<file path="config.mk">
export PLATFORM = sky130hd
export DESIGN_NAME = tswr_queue
export DESIGN_NICKNAME = d
export VERILOG_FILES = /design/src/hw/rtl/tswr_pkg.sv /design/src/hw/rtl/tswr_queue.sv
export SDC_FILE = /design/constraint.sdc
export NUM_CORES = 2
export LEC_CHECK = 0
export BUFFER_PORTS_ARGS = -buffer_cell sky130_fd_sc_hd__buf_2
export CAP_MARGIN = 40
export CORE_ASPECT_RATIO = 1.5
export CORE_MARGIN = 3
export CORE_UTILIZATION = 25
export DETAILED_ROUTE_END_ITERATION = 8
export PLACE_DENSITY_LB_ADDON = 0.08
export SYNTH_ARGS = -nofsm -noshare
export SYNTH_HDL_FRONTEND = slang
export SYNTH_MEMORY_MAX_BITS = 65536
export SYNTH_SLANG_ARGS = --single-unit
</file>
<file path="constraint.sdc">
create_clock -name clk_i -period 14.1 [get_ports clk_i]
set_input_delay 2.82 -clock clk_i [delete_from_list [all_inputs] [get_ports clk_i]]
set_output_delay 2.82 -clock clk_i [all_outputs]
set_load 0.02 [all_outputs]
</file>
<file path="src/hw/rtl/tswr_pkg.sv">
// Shared types and constants for the TCP sender window and retransmit engine.
package tswr_pkg;

  localparam int unsigned QueueDepthDef = 64;
  localparam int unsigned MaxBurstDef   = 64;

  localparam logic [31:0] InitSeqRst     = 32'd0;
  localparam logic [15:0] InitTimeoutRst = 16'd1000;
  localparam logic [11:0] MaxPayloadRst  = 12'd1000;

  localparam logic [1:0] CfgInitSeq     = 2'd0;
  localparam logic [1:0] CfgInitTimeout = 2'd1;
  localparam logic [1:0] CfgMaxPayload  = 2'd2;

  typedef enum logic [1:0] {
    OP_FILL  = 2'd0,
    OP_ACK   = 2'd1,
    OP_TICK  = 2'd2,
    OP_EMPTY = 2'd3
  } op_e;

  typedef enum logic [1:0] {
    KIND_STATUS = 2'd0,
    KIND_NEW    = 2'd1,
    KIND_RETX   = 2'd2,
    KIND_EMPTY  = 2'd3
  } kind_e;

  typedef enum logic [3:0] {
    ST_IDLE,
    ST_ACK_CHK,
    ST_POP_RD,
    ST_POP_CHK,
    ST_FILL_CHK,
    ST_FILL_LOOP,
    ST_ACK_TAIL,
    ST_TICK_DO,
    ST_DONE,
    ST_EMIT_RD,
    ST_EMIT_LD,
    ST_OUT_WAIT
  } state_e;

  // one outstanding segment
  typedef struct packed {
    logic [63:0] start;
    logic [11:0] pl;
    logic        syn;
    logic        fin;
  } entry_t;

endpackage

</file>
<file path="src/hw/rtl/tswr_queue.sv">
// Outstanding segment store: one write port, one registered read port.
module tswr_queue #(
  parameter int unsigned DEPTH = tswr_pkg::QueueDepthDef,
  parameter int unsigned AW    = (DEPTH > 1) ? $clog2(DEPTH) : 1
) (
  input  logic             clk_i,
  input  logic             we_i,
  input  logic [AW-1:0]    waddr_i,
  input  tswr_pkg::entry_t wdata_i,
  input  logic [AW-1:0]    raddr_i,
  output tswr_pkg::entry_t rdata_o
);
  import tswr_pkg::*;

  entry_t mem [DEPTH];
  entry_t rdata_q;

  always_ff @(posedge clk_i) begin
    if (we_i) begin
      mem[waddr_i] <= wdata_i;
    end
    rdata_q <= mem[raddr_i];
  end

  assign rdata_o = rdata_q;

endmodule

</file>
==> qor.yml <==
worstSetupPathType: "primary input to flip-flop"
die_x_um: 720
reg2reg_depth: 5
num_vias: 92900
yosys-top-cells-area: "edfxtp_1 79%, mux4_2 15%, dfxtp_1 0.82%"
outcome: "finished clean"
hold_ws_ns: 0.812
clock_latency_ns: 1.00
yosysSeqAreaShare: 0.793
ys_ff_latch: 5070
path_max_fanout: 65
drive_gt1_frac: 0.297
max_freq_ghz: 0.167
rr_endpoint: "rdata_o[41]"
worstSetupEndpointType: "flip-flop"
start_util: 0.251
start_kind: "primary input"
cts_buffer_depth: 5
reg2reg_from: "mem[61][41]"
post_cts_resized: 0
ctsHoldBuffers: 0
drv_cap: 0
leakagePower_nw: 68.9
yosysWarningCount: 0
synthCells: 8237
drc: 0
vias_per_cell: 4.78
area_growth_pct: 18.4
synth_top_cell_by_area: "edfxtp_1"
ir_worst_vdd_mv: 0.0783
finalCritPeriodShare: 0.425
drt_iter0_markers: 9153
period_needed_ns: 5.99
worst_ep_required_time_ns: 14.98
grt_max_degree: 94
worstPathArrival_ns: 6.87
tns_ns: 0
power_density_nw_per_um2: 144
grt.overflow.total: 0
h-tree-depth: 6
firstDrtPassIters: 5
fp.dieArea_um2: 774000
grt_first_pass_wirelength_um: 953000
layout.cells.non_filler: 19500
async_flop_share: 0
synth_fp_nets: 8329
setup_viol: 0
fin_skew_ns: 0.0451
rows: 392
wire_per_inst_um: 36.8
cts_tree: "built"
hold_violations: 0
setup_slack_ns: 8.11
p_total_mw: 32.6
netlist-cell-type-count: 31
avgSynthCellArea_um2: 23.2
place_inst: 18500
ios: 170
drt-total-wl_um: 717000
synth_edf_count: 4992
antenna_found_initial: 94
clkTransAtPathRegs_ns: 0.06
first_global_vias: 99700
hp-class: "flip-flop to flip-flop"
final_net_count: 9061
cts_root_buf: "clkbuf_16"
cts.sinks: 5070
dp_hpwl_um: 410000
core_area_um2: 760000
slew_headroom: 0.263
syn_area_um2: 191000
grt_use_total: 0.182
synth_top_area_frac: 0.785
cts_made_buffers: 556
rsz0062_at_grt: "false"
maxSlewViolCount: 0
endpoint: "rdata_o[6]"
cts_setup_buffers: 0
globalplace.congestion: 0.716
ant_nets: 0
crit_start: "raddr_i[0]"
ff2ff_setup_slack_ns: 11.86
synthFlopType: "edfxtp_1"
place_ws_ns: 6.87
numPortBuffers: 169
die_y_um: 1080
worst_slew_pin_slew_ns: 1.11
==> report_power, final <==
part	switching (mW)	leakage, nW	internal, mW
logic	1.07	14.9	0.560
registers	0.0787	45.6	16.7
clock network	6.06	8.49	8.20
==> critical path, stage by stage <==
cell and delay (ns):
buf_12 0.40, buf_12 0.53, buf_4 0.74, buf_4 0.73
mux4_2 0.59, mux2i_1 0.17, o22ai_1 0.15, a41oi_1 0.25
buf_4 0.21, nor2_1 0.06
==> cells in the final DEF, fill, tap and decap left out, types with 54 or more instances in the layout <==
master and instances:
edfxtp_1 4992, mux4_2 1248, clkbuf_16 584, buf_4 296
nand2_1 217, nand3_1 213, buf_2 169, a22oi_1 156
mux2i_1 156, buf_12 129, clkbuf_1 124, nand4_1 106
o22ai_1 104, clkinv_1 94, clkinv_2 92, dfxtp_1 78
nor2_4 64, nor2_1 55, or3_1 55, or2_2 54
==> sequential cells by signal (all words and copies together), names as in the netlist <==
signal   flops
rdata_o     78
mem       4992
==> cell type report <==
class	count	area (µm²)
fillers	73700	534000
flip-flops and latches	5070	151000
multi-input cells	2693	37600
clock buffers	723	15300
well taps	10000	12600
repair buffers	648	7080
clock inverters	250	2020
diodes	31	77.6
==> Yosys cell counts, drive strengths merged (2+ instances only) <==
library cell,instances
or3,55
nand3,213
edfxtp,4992
mux2i,156
o221ai,52
or2,54
buf,266
nand2b,11
o21ai,51
nor2,119
o22ai,104
nor2b,34
and2,2
dfxtp,78
a211oi,26
clkbuf,208
a22oi,156
and3,26
mux4,1248
nand3b,2
nor3,2
nand2,221
a41oi,52
nand4,106
==> per-stage QoR <==
stage	util	cell area, µm²
4_1_cts	0.297	226000
6_report	0.297	226000
3_3_place_gp	0.270	205000
2_1_floorplan	-	191000
3_5_place_dp	0.275	209000
5_1_grt	0.297	226000
==> metal layers <==
metal	GRT usage	vias up	routed length, µm
met4	0.0416	18	15500
li1	-	36800	-
met2	0.332	2362	378000
met1	0.232	53000	297000
met5	0	-	114
met3	0.0203	754	26800
==> how the worst min path moves through the flow <==
stage,start,to,slack (ns),depth (start not counted)
floorplan,mem[26][0],rdata_o[0],0.75,5
global placement,mem[40][20],rdata_o[20],0.81,4
detailed placement,mem[42][8],rdata_o[8],0.81,4
CTS,mem[43][8],rdata_o[8],0.82,4
global route,mem[43][8],rdata_o[8],0.85,4
finish,mem[42][8],rdata_o[8],0.81,4
==> logic make-up after synthesis <==
group / after synthesis / synth area share
simple gates: 848 / 0.0220
compound gates: 441 / 0.0167
mux: 1404 / 0.155
flops: 5070 / 0.793
buf+inv: 474 / 0.0127
No activity file was read; power rests on OpenSTA's default activity.
